[config.mk]
export PLATFORM = sky130hd
export DESIGN_NAME = capability_list_walker_top_flat
export DESIGN_NICKNAME = d
export VERILOG_FILES = /design/src/hw/rtl/clw_pkg.sv /design/src/hw/rtl/clw_in_if.sv /design/src/hw/rtl/clw_out_if.sv /design/src/hw/rtl/capability_list_walker_top.sv /design/src/hw/rtl/clw_step.sv /design/src/flat_wrapper.sv
export SDC_FILE = /design/constraint.sdc
export NUM_CORES = 1
export LEC_CHECK = 0
export BUFFER_PORTS_ARGS = -buffer_cell sky130_fd_sc_hd__clkbuf_2
export CORE_UTILIZATION = 63
export CTS_CLUSTER_DIAMETER = 30
export DETAILED_ROUTE_END_ITERATION = 16
export HOLD_SLACK_MARGIN = 0.08
export PLACE_DENSITY = 0.84
export SYNTH_ARGS = -nofsm -noshare
export SYNTH_HDL_FRONTEND = slang
export SYNTH_SLANG_ARGS = --single-unit
[constraint.sdc]
create_clock -name clk -period 6.3 [get_ports clk]
set_clock_uncertainty 0.1 [all_clocks]
set_input_delay 0 -clock clk [delete_from_list [all_inputs] [get_ports clk]]
set_output_delay 0 -clock clk [all_outputs]
set_load 0.1 [all_outputs]
[src/hw/rtl/clw_pkg.sv]
// Types and constants shared by the capability list walker.
package clw_pkg;

    typedef enum logic [1:0] {
        PH_IDLE    = 2'd0,
        PH_POINTER = 2'd1,
        PH_HEADER  = 2'd2,
        PH_CONTROL = 2'd3
    } phase_t;

    localparam logic        MODE_START       = 1'b0;
    localparam logic        MODE_DATA        = 1'b1;
    localparam logic [7:0]  CAP_LIST_PTR     = 8'h34;
    localparam logic [7:0]  PM_CAP_ID        = 8'h01;
    localparam logic [7:0]  PM_CONTROL_DELTA = 8'h04;
    localparam logic [7:0]  PM_LAST_OFFSET   = 8'hf8;
    localparam logic [7:0]  LIST_LOW         = 8'h40;
    localparam logic [7:0]  LIST_HIGH        = 8'hfc;
    localparam logic [31:0] ALL_ONES         = 32'hffff_ffff;

    typedef struct packed {
        logic        mode;
        logic        caps_present;
        logic [31:0] read_data;
    } in_item_t;

    typedef struct packed {
        logic        request_valid;
        logic [7:0]  request_address;
        logic        finished;
        logic        failed;
        logic [15:0] power_state;
    } out_item_t;

    typedef struct packed {
        phase_t      phase;
        logic [7:0]  current_offset;
        logic [7:0]  pending_next;
        logic [63:0] visited_map;
        logic        power_seen;
        logic [15:0] power_word;
    } walk_state_t;

endpackage

[src/hw/rtl/clw_in_if.sv]
// Valid/ready channel carrying walker input beats.
interface clw_in_if;
    logic              valid;
    logic              ready;
    clw_pkg::in_item_t item;

    modport source (output valid, output item, input ready);
    modport sink (input valid, input item, output ready);
endinterface

[src/hw/rtl/clw_out_if.sv]
// Valid/ready channel carrying walker result beats.
interface clw_out_if;
    logic               valid;
    logic               ready;
    clw_pkg::out_item_t item;

    modport source (output valid, output item, input ready);
    modport sink (input valid, input item, output ready);
endinterface

[src/hw/rtl/capability_list_walker_top.sv]
// Capability list walker top level: input register, walk step, result register.
// Takes one beat per clock while the result register is free or being taken, and gives one
// result beat per input beat, in order. A beat is held in the input register and then moves
// into the result register, where its result is presented; the walk step between them is
// combinational, compares and one visited-bitmap lookup, and the walker state is updated as
// the beat moves into the result register. A mode 0 beat starts a new walk (abandoning any
// walk in progress); each mode 1 beat returns the dword read at the previously requested
// address. No clearing pass is needed after reset.
module capability_list_walker_top (
    input  logic       clk,
    input  logic       rst_n,
    clw_in_if.sink     cmd,
    clw_out_if.source  rsp
);

    logic                  in_valid_reg;
    clw_pkg::in_item_t     in_item_reg;
    logic                  out_valid_reg;
    clw_pkg::out_item_t    out_item_reg;
    clw_pkg::walk_state_t  state_reg;
    clw_pkg::walk_state_t  state_next;
    clw_pkg::out_item_t    walk_res;
    logic                  advance;
    logic                  move;

    assign advance   = !out_valid_reg || rsp.ready;
    assign move      = in_valid_reg && advance;
    assign cmd.ready = !in_valid_reg || advance;
    assign rsp.valid = out_valid_reg;
    assign rsp.item  = out_item_reg;

    clw_step u_step (
        .item       (in_item_reg),
        .state      (state_reg),
        .state_next (state_next),
        .result     (walk_res)
    );

    always_ff @(posedge clk or negedge rst_n)
    begin
        if (!rst_n)
        begin
            in_valid_reg  <= 1'b0;
            out_valid_reg <= 1'b0;
            state_reg     <= '{phase: clw_pkg::PH_IDLE, default: '0};
        end
        else
        begin
            if (cmd.ready)
            begin
                in_valid_reg <= cmd.valid;
            end
            if (advance)
            begin
                out_valid_reg <= in_valid_reg;
            end
            if (move)
            begin
                state_reg <= state_next;
            end
        end
    end

    always_ff @(posedge clk)
    begin
        if (cmd.valid && cmd.ready)
        begin
            in_item_reg <= cmd.item;
        end
        if (move)
        begin
            out_item_reg <= walk_res;
        end
    end

    a_fail_implies_finish: assert property (@(posedge clk) disable iff (!rst_n)
        out_valid_reg && out_item_reg.failed |-> out_item_reg.finished)
        else $error("failed result without finished");

    a_request_or_finish: assert property (@(posedge clk) disable iff (!rst_n)
        out_valid_reg |-> !(out_item_reg.request_valid && out_item_reg.finished))
        else $error("request and finish on the same result");

    a_visited_range: assert property (@(posedge clk) disable iff (!rst_n)
        state_reg.visited_map[15:0] == 16'h0000)
        else $error("visited bit below the capability area");

    a_idle_after_end: assert property (@(posedge clk) disable iff (!rst_n)
        move && walk_res.finished |=> state_reg.phase == clw_pkg::PH_IDLE)
        else $error("walker not idle after end of walk");

    a_result_holds: assert property (@(posedge clk) disable iff (!rst_n)
        out_valid_reg && !rsp.ready |=> out_valid_reg && $stable(out_item_reg))
        else $error("pending result changed while stalled");

endmodule

[src/hw/rtl/clw_step.sv]
// Combinational walk step: next walker state and result for one input beat.
module clw_step (
    input  clw_pkg::in_item_t   item,
    input  clw_pkg::walk_state_t state,
    output clw_pkg::walk_state_t state_next,
    output clw_pkg::out_item_t  result
);

    logic        do_follow;
    logic [7:0]  follow_off;
    logic [5:0]  follow_idx;
    logic        follow_bad;
    logic [15:0] word_next;

    always_comb
    begin
        state_next = state;
        result     = '0;
        do_follow  = 1'b0;
        follow_off = '0;
        word_next  = state.power_word;

        if (item.mode == clw_pkg::MODE_START)
        begin
            state_next.current_offset = '0;
            state_next.pending_next   = '0;
            state_next.visited_map    = '0;
            state_next.power_seen     = 1'b0;
            state_next.power_word     = '0;
            if (item.caps_present)
            begin
                state_next.phase       = clw_pkg::PH_POINTER;
                result.request_valid   = 1'b1;
                result.request_address = clw_pkg::CAP_LIST_PTR;
            end
            else
            begin
                state_next.phase = clw_pkg::PH_IDLE;
                result.finished  = 1'b1;
            end
        end
        else if (state.phase == clw_pkg::PH_IDLE)
        begin
            // stray read data: all-zero result, no state change
        end
        else if (item.read_data == clw_pkg::ALL_ONES)
        begin
            state_next.phase = clw_pkg::PH_IDLE;
            result.finished  = 1'b1;
            result.failed    = 1'b1;
        end
        else
        begin
            unique case (state.phase)
                clw_pkg::PH_POINTER:
                begin
                    do_follow  = 1'b1;
                    follow_off = item.read_data[7:0];
                end
                clw_pkg::PH_HEADER:
                begin
                    if (item.read_data[7:0] == clw_pkg::PM_CAP_ID)
                    begin
                        if (state.power_seen || state.current_offset > clw_pkg::PM_LAST_OFFSET)
                        begin
                            state_next.phase = clw_pkg::PH_IDLE;
                            result.finished  = 1'b1;
                            result.failed    = 1'b1;
                        end
                        else
                        begin
                            state_next.power_seen   = 1'b1;
                            state_next.pending_next = item.read_data[15:8];
                            state_next.phase        = clw_pkg::PH_CONTROL;
                            result.request_valid    = 1'b1;
                            result.request_address  = state.current_offset
                                                      + clw_pkg::PM_CONTROL_DELTA;
                        end
                    end
                    else
                    begin
                        do_follow  = 1'b1;
                        follow_off = item.read_data[15:8];
                    end
                end
                clw_pkg::PH_CONTROL:
                begin
                    word_next             = item.read_data[15:0];
                    state_next.power_word = word_next;
                    do_follow             = 1'b1;
                    follow_off            = state.pending_next;
                end
                default:
                begin
                end
            endcase
        end

        follow_idx = follow_off[7:2];
        follow_bad = (follow_off < clw_pkg::LIST_LOW) || (follow_off > clw_pkg::LIST_HIGH)
                     || (follow_off[1:0] != 2'b00) || state.visited_map[follow_idx];

        if (do_follow)
        begin
            if (follow_off == 8'h00)
            begin
                state_next.phase   = clw_pkg::PH_IDLE;
                result.finished    = 1'b1;
                result.power_state = word_next;
            end
            else if (follow_bad)
            begin
                state_next.phase = clw_pkg::PH_IDLE;
                result.finished  = 1'b1;
                result.failed    = 1'b1;
            end
            else
            begin
                state_next.visited_map[follow_idx] = 1'b1;
                state_next.current_offset          = follow_off;
                state_next.phase                   = clw_pkg::PH_HEADER;
                result.request_valid               = 1'b1;
                result.request_address             = follow_off;
            end
        end
    end

endmodule
[src/flat_wrapper.sv]
// flat-port wrapper written by rule: the top's interface ports become plain ports
module capability_list_walker_top_flat 
  (clk, rst_n, cmd_valid, cmd_item, cmd_ready, rsp_valid, rsp_item, rsp_ready);
  clw_in_if cmd_i ();
  clw_out_if rsp_i ();
  input  logic clk;
  input  logic rst_n;
  input wire logic [$bits(cmd_i.valid)-1:0] cmd_valid;
  input wire logic [$bits(cmd_i.item)-1:0] cmd_item;
  output wire logic [$bits(cmd_i.ready)-1:0] cmd_ready;
  output wire logic [$bits(rsp_i.valid)-1:0] rsp_valid;
  output wire logic [$bits(rsp_i.item)-1:0] rsp_item;
  input wire logic [$bits(rsp_i.ready)-1:0] rsp_ready;
  assign cmd_i.valid = cmd_valid;
  assign cmd_i.item = cmd_item;
  assign cmd_ready = cmd_i.ready;
  assign rsp_valid = rsp_i.valid;
  assign rsp_item = rsp_i.item;
  assign rsp_i.ready = rsp_ready;
  capability_list_walker_top u_core (.clk(clk), .rst_n(rst_n), .cmd(cmd_i), .rsp(rsp_i));
endmodule
# Word level (Yosys, flattened, before mapping)
# Index checks and enable logic that the tools add are counted.
# word_totals
register_bits	162
latch_bits	0
ram_bits	0
mem_bits_ro	0
inputBits	38
word_cells	123
memories	0
# classes
n_addsub	1
n_mul	0
n_div	0
order_cmp	5
n_eq_ne	13
n_shift	0
mux	68
n_bitwise	1
reduce_logical	19
# op_table
operator	n
two-way mux 64 bit	4
two-way mux 8 bit	13
two-way mux 16 bit	5
two-way mux 11 bit	6
OR 64 bit	1
two-way mux 17 bit	3
two-way mux 9 bit	5
equality test 32 bit (second input constant)	1
two-way mux 27 bit	1
one-hot mux 8 bit (3 select lines)	1
two-way mux 2 bit	11
two-way mux 10 bit	2
greater-than comparator 8 bit (second input constant)	2
two-way mux 1 bit	14
inequality test 2 bit (second input constant)	5
adder 8 x 3 -> 8 bit (second input constant)	1
equality test 8 x 1 -> 1 bit (second input constant)	1
zero test 8 bit	1
less-than comparator 8 x 7 -> 1 bit (second input constant)	1
inequality test 4 bit (second input constant)	2
less-than comparator 6 x 7 -> 1 bit (second input constant)	1
binary-select mux 1 bit (select 6 bit)	1
demux 1 bit (select 6 bit)	1
greater-or-equal comparator 6 x 1 -> 1 bit (second input constant)	1
other kinds (14)	23

# Depth between registers and ports, before layout
# logic_depth
ltp_word	14
depth_mapped	13
mapped_depth_nobuf	8

# Hierarchy
# A second synthesis with hierarchy kept.
# unflattened
cells_unflattened	721
area_unflattened_um2	8794.7
# by_module_without_submodules
mod	n_inst	cells_each	area_per_inst_um2
capability_list_walker_top	1	278	6109.6
clw_step	1	443	2685.1

# Worst setup path after synthesis
# Ideal clock, no wire load.
# synth_timing
kind	reg-to-reg
start	register u_core.in_item_reg[2] (netlist bit)
end	register u_core.out_item_reg (netlist bit u_core.rsp.item[23]), data pin
t_arrival_ns	3.237
path_slack_ns	2.704
stages_incl_launch_ff	12
cell_sequence	edfxtp_1 or4b_1 buf_2 o211a_1 a211oi_1 a221oi_1 o311a_1 a211oi_1 a2111o_1 buf_2 buf_6 mux2_2
# synth_rtl
item	line_no	source
start, declared	capability_list_walker_top.sv:17	clw_pkg::in_item_t in_item_reg;
start signal, assigned	capability_list_walker_top.sv:68	in_item_reg <= cmd.item;
end signal, assigned	capability_list_walker_top.sv:72	out_item_reg <= walk_res;
end, declared	capability_list_walker_top.sv:19	clw_pkg::out_item_t out_item_reg;

# Final worst setup path
# layout_timing
start	register u_core.state_reg[98] (netlist bit)
end	register u_core.state_reg[57] (netlist bit)
# layout_via
elab_chain_cells	13
elab_cells_between_ends	31
classes_between	order compare (4); eq/ne (3); mux (15); bitwise (1); reduce/logical (8)
# layout_rtl
item	line_no	source
start, declared	capability_list_walker_top.sv:20	clw_pkg::walk_state_t state_reg;
start signal, assigned	capability_list_walker_top.sv:59	state_reg <= state_next;
equality test 2 bit or equality test 2 x 1 -> 1 bit (tied branches)	clw_step.sv:54	unique case (state.phase)
one-hot mux 8 bit (3 select lines)	clw_step.sv:54	
two-way mux 8 bit	clw_step.sv:46	else if (item.read_data == clw_pkg::ALL_ONES)
two-way mux 8 bit	clw_step.sv:42	else if (state.phase == clw_pkg::PH_IDLE)
two-way mux 8 bit	clw_step.sv:23	if (item.mode == clw_pkg::MODE_START)
less-than comparator 6 x 7 -> 1 bit (implied by the code) or greater-or-equal comparator 6 x 1 -> 1 bit (tied branches)	clw_step.sv:119	state_next.visited_map[follow_idx] = 1'b1;
logical AND 1 bit (implied by the code)	clw_step.sv:119	
two-way mux 1 bit (implied by the code)	clw_step.sv:119	
demux 1 bit (select 6 bit)	clw_step.sv:119	
OR 64 bit (no line)	n/a	
two-way mux 64 bit	clw_step.sv:111	else if (follow_bad)
two-way mux 64 bit	clw_step.sv:105	if (follow_off == 8'h00)
two-way mux 64 bit *	clw_step.sv:103	if (do_follow)
# Mark *: on every way between the ends. The rest lies on a longest branch, timed or not. The select of a mux whose other input is x is not followed.
# A chain may end at the register's enable or synchronous reset.

==> summary.md <==
| Metric | Value |
|---|---|
| Area grow syn2layout | `23.83%` |
| Fin util | `0.8038` |
| Post-synth EDFFs | `61` |
| Worst-Margin Slew | `1.200 ns` |
| Overall routed net length | `22800 um` |
| FMAX | `203.9 MHz` |
| Synth top area cells | `dfrtp_1 (30%), edfxtp_1 (26%), nand2_1 (6.6%), o21ai_0 (4.7%), o31ai_1 (2.5%)` |
| Status | `complete, no violations` |
| WP data required | `6.60 ns` |
| CP bufs+invs | `1` |
| Seq/Total Area, Yosys | `0.5626` |
| CTS Buf Count | `17` |
| Clock tree buffer depth | `2` |
| Vias in the first global route | `6403` |
| Mapped cell area | `0.007037 mm2` |
| Die Ht | `107.7 um` |
| Delay of the slowest critical-path stage | `0.77 ns` |
| Post-DP HPWL | `13070 um` |
| DR iter-0 viols | `1158` |
| Htree depth | `4` |
| Synth warn | `0` |
| Gp weighted congestion | `0.9399` |
| Vias/cell | `6.931` |
| DP Cell Count | `841` |
| Die ar. | `0.01160 mm2` |
| Initial antenna violation count | `0` |
| Synth top area share | `0.3023` |
| # fillers | `609` |
| Final Max Slew Viols | `0` |
| CP arrival | `5.20 ns` |
| Critical path cell sequence | `nor2b_1, a21boi_1, a22o_1, nand2_1, nor2_1, o311a_1, a2111o_1, buf_4, o21ai_0` |
| Critical path's slowest cell | `dfrtp_1` |
| Post-synthesis area per instance | `10.44 um2` |
| First-pass DRT Iterations | `9` |
| Mapped Nets | `714` |
| Synth unique cells | `67` |
| Synth area leader | `dfrtp_1` |
| Grt total ovfl | `0` |
| Initial Util | `0.6491` |
| Io pins | `67` |
| Routed WL per cell | `24.20 um` |
| Crit path launch type | `flip-flop` |
| Final std cells w/o fill | `942` |
| RSZ-0062 raised after global routing | `false` |
| Nets | `829` |
| Max-slew headroom | `0.1967` |
| Total GRT Usage | `0.4224` |
| Core Region | `0.01084 mm2` |
| Cell leakage power | `3.494 nW` |
| Share of layout cells above drive strength 1 | `0.1571` |
| Die Wd | `107.7 um` |
| Vias | `6529` |
| Largest net degree at the start of global routing | `86` |
| DRC | `0` |
| Ys async rst share | `0.5822` |
| Worst-path maximum fanout | `47` |
| # rows | `38` |
| HP Class | `primary input to flip-flop` |
| Cells after synthesis | `674` |
| Detail Route Antenna Nets | `0` |
| Maxcap violations | `0` |
| CTS tree | `yes` |
| Clk_lat worst skew | `0.55 ns` |
| Num Clock Sinks | `146` |
| Critical path class | `flip-flop to flip-flop` |
| Clk pin slew, worst setup/hold paths | `0.07 ns` |
| Setup Viol. Count Final | `0` |
| Final Hold Vio Count | `0` |
| Port buffer count | `66` |
| Seq cells post-synth | `146` |
| First-pass GRT wire length | `35670 um` |
| Ant. Diodes | `0` |
| Maximum VDD drop | `0.2861 mV` |
| Post-synth top flop | `dfrtp_1` |
| Min Tclk post-route | `4.905 ns` |
| PD cells | `385.1 mW/mm2` |
| Max reg flops | `83` |
| Delay-heaviest family, CP | `compound AO/OA/AOI/OAI gates` |
| Final period utilization | `0.7785` |
| Root Driver | `clkbuf_8` |
| Setup TNS | `0 ns` |
| CP endpoint kind | `flip-flop` |
-- cells in the mapped netlist (4+ instances only) --
cell / instances
mux2i_1: 10
o21ai_0: 66
nand3_1: 33
o211ai_1: 7
a22o_1: 9
a21oi_1: 26
o2111ai_1: 4
edfxtp_1: 61
and3_1: 8
nand2b_1: 5
o31ai_1: 23
o22ai_1: 4
dfrtp_1: 85
nand2_1: 124
mux2_2: 5
nor2_1: 31
a31oi_1: 4
a22oi_1: 18
a21o_1: 4
nand4_1: 10
clkbuf_1: 32
inv_1: 6
a211oi_1: 10
buf_2: 10
or3_1: 5
o41ai_1: 5
o41ai_2: 7
-- worst reg2reg max path, cell delays in order (launching register included) --
cell,delay [ns]
dfrtp_1,0.77
nor2b_1,0.62
a21boi_1,0.50
a22o_1,0.33
nand2_1,0.16
nor2_1,0.63
o311a_1,0.38
a2111o_1,0.47
buf_4,0.54
o21ai_0,0.25
-- cell type report --
class                   instances  area [um2]  share of cell area
multi-input cells             474        2839              0.3258
repair buffers                143        1084              0.1244
flip-flops and latches        146        3959              0.4543
well taps                     140       175.2             0.02010
inverters                       7       26.28            0.003016
clock inverters                11       170.2             0.01953
clock buffers                  21       460.4             0.05284
-- kinds of logic after synthesis --
logic type | after synthesis | synth area share
simple gates | 234 | 0.1538
mux | 15 | 0.02223
fa+ha+maj | 2 | 0.003556
compound gates | 219 | 0.2189
xor+xnor | 4 | 0.004980
buf+inv | 54 | 0.03396
flops | 146 | 0.5626
-- stage by stage --
step           cell area, um2  worst slack (ns)  total power [mW]  hold slack [ns]
2_1_floorplan            7037             2.704             1.953          -0.3956
3_3_place_gp             7392             1.826             2.156          0.07646
3_5_place_dp             7392             1.665             2.193          0.07862
4_1_cts                  8713             1.611             3.301          0.08640
5_1_grt                  8713             1.060             3.465          0.09624
6_report                 8713             1.395             3.355          0.08706
-- report_power, final --
part	switching (mW)	internal, mW	total [mW]
Clock	0.410	0.681	1.09
Sequential	0.120	1.12	1.24
Combinational	0.758	0.269	1.03
Total	1.29	2.07	3.36
-- layer usage --
layer	wire (um)	vias to the layer above	part of all wire	GRT usage
li1	-	2768	-	-
met2	10640	561	0.47	0.6571
met3	2846	94	0.12	0.1065
met1	8348	3106	0.37	0.5552
met4	966	0	0.042	0.2025
met5	0	-	0	0
-- cells in the final DEF, fill, tap and decap left out, types with 5 or more instances in the layout --
cell,instances
a211oi_1,10
a21oi_1,26
a22o_1,9
a22oi_1,18
and3_1,8
buf_4,9
clkbuf_16,17
clkbuf_2,65
dfrtp_1,85
dlygate4sd3_1,69
edfxtp_1,61
inv_1,6
mux2_2,5
mux2i_1,10
nand2_1,124
nand2b_1,5
nand3_1,33
nand4_1,10
nor2_1,31
o211ai_1,7
o21ai_0,66
o31ai_1,23
o41ai_1,5
o41ai_2,7
or3_1,5
-- final timing paths --
kind / from / endpoint / slack (ns) / cells after the start
min reg2reg: u_core.state_reg[64] / u_core.state_reg[64] / 0.37 / 2
max reg2reg: u_core.state_reg[98] / u_core.state_reg[57] / 1.40 / 9
min: cmd_item[24] / u_core.in_item_reg[24] / 0.09 / 2
max in group asynchronous: rst_n / u_core.state_reg[12] / 5.29 / 2
max: u_core.state_reg[98] / u_core.state_reg[57] / 1.40 / 9
min in group asynchronous: rst_n / u_core.state_reg[91] / 0.11 / 2
-- what timing repair did --
item	4_1_cts	5_1_grt
resized for setup	0	0
hold buffers	69	0
buffers inserted	0	0
hold endpoints to repair	155	0
Note: power is estimated with default switching activity, not from simulation.
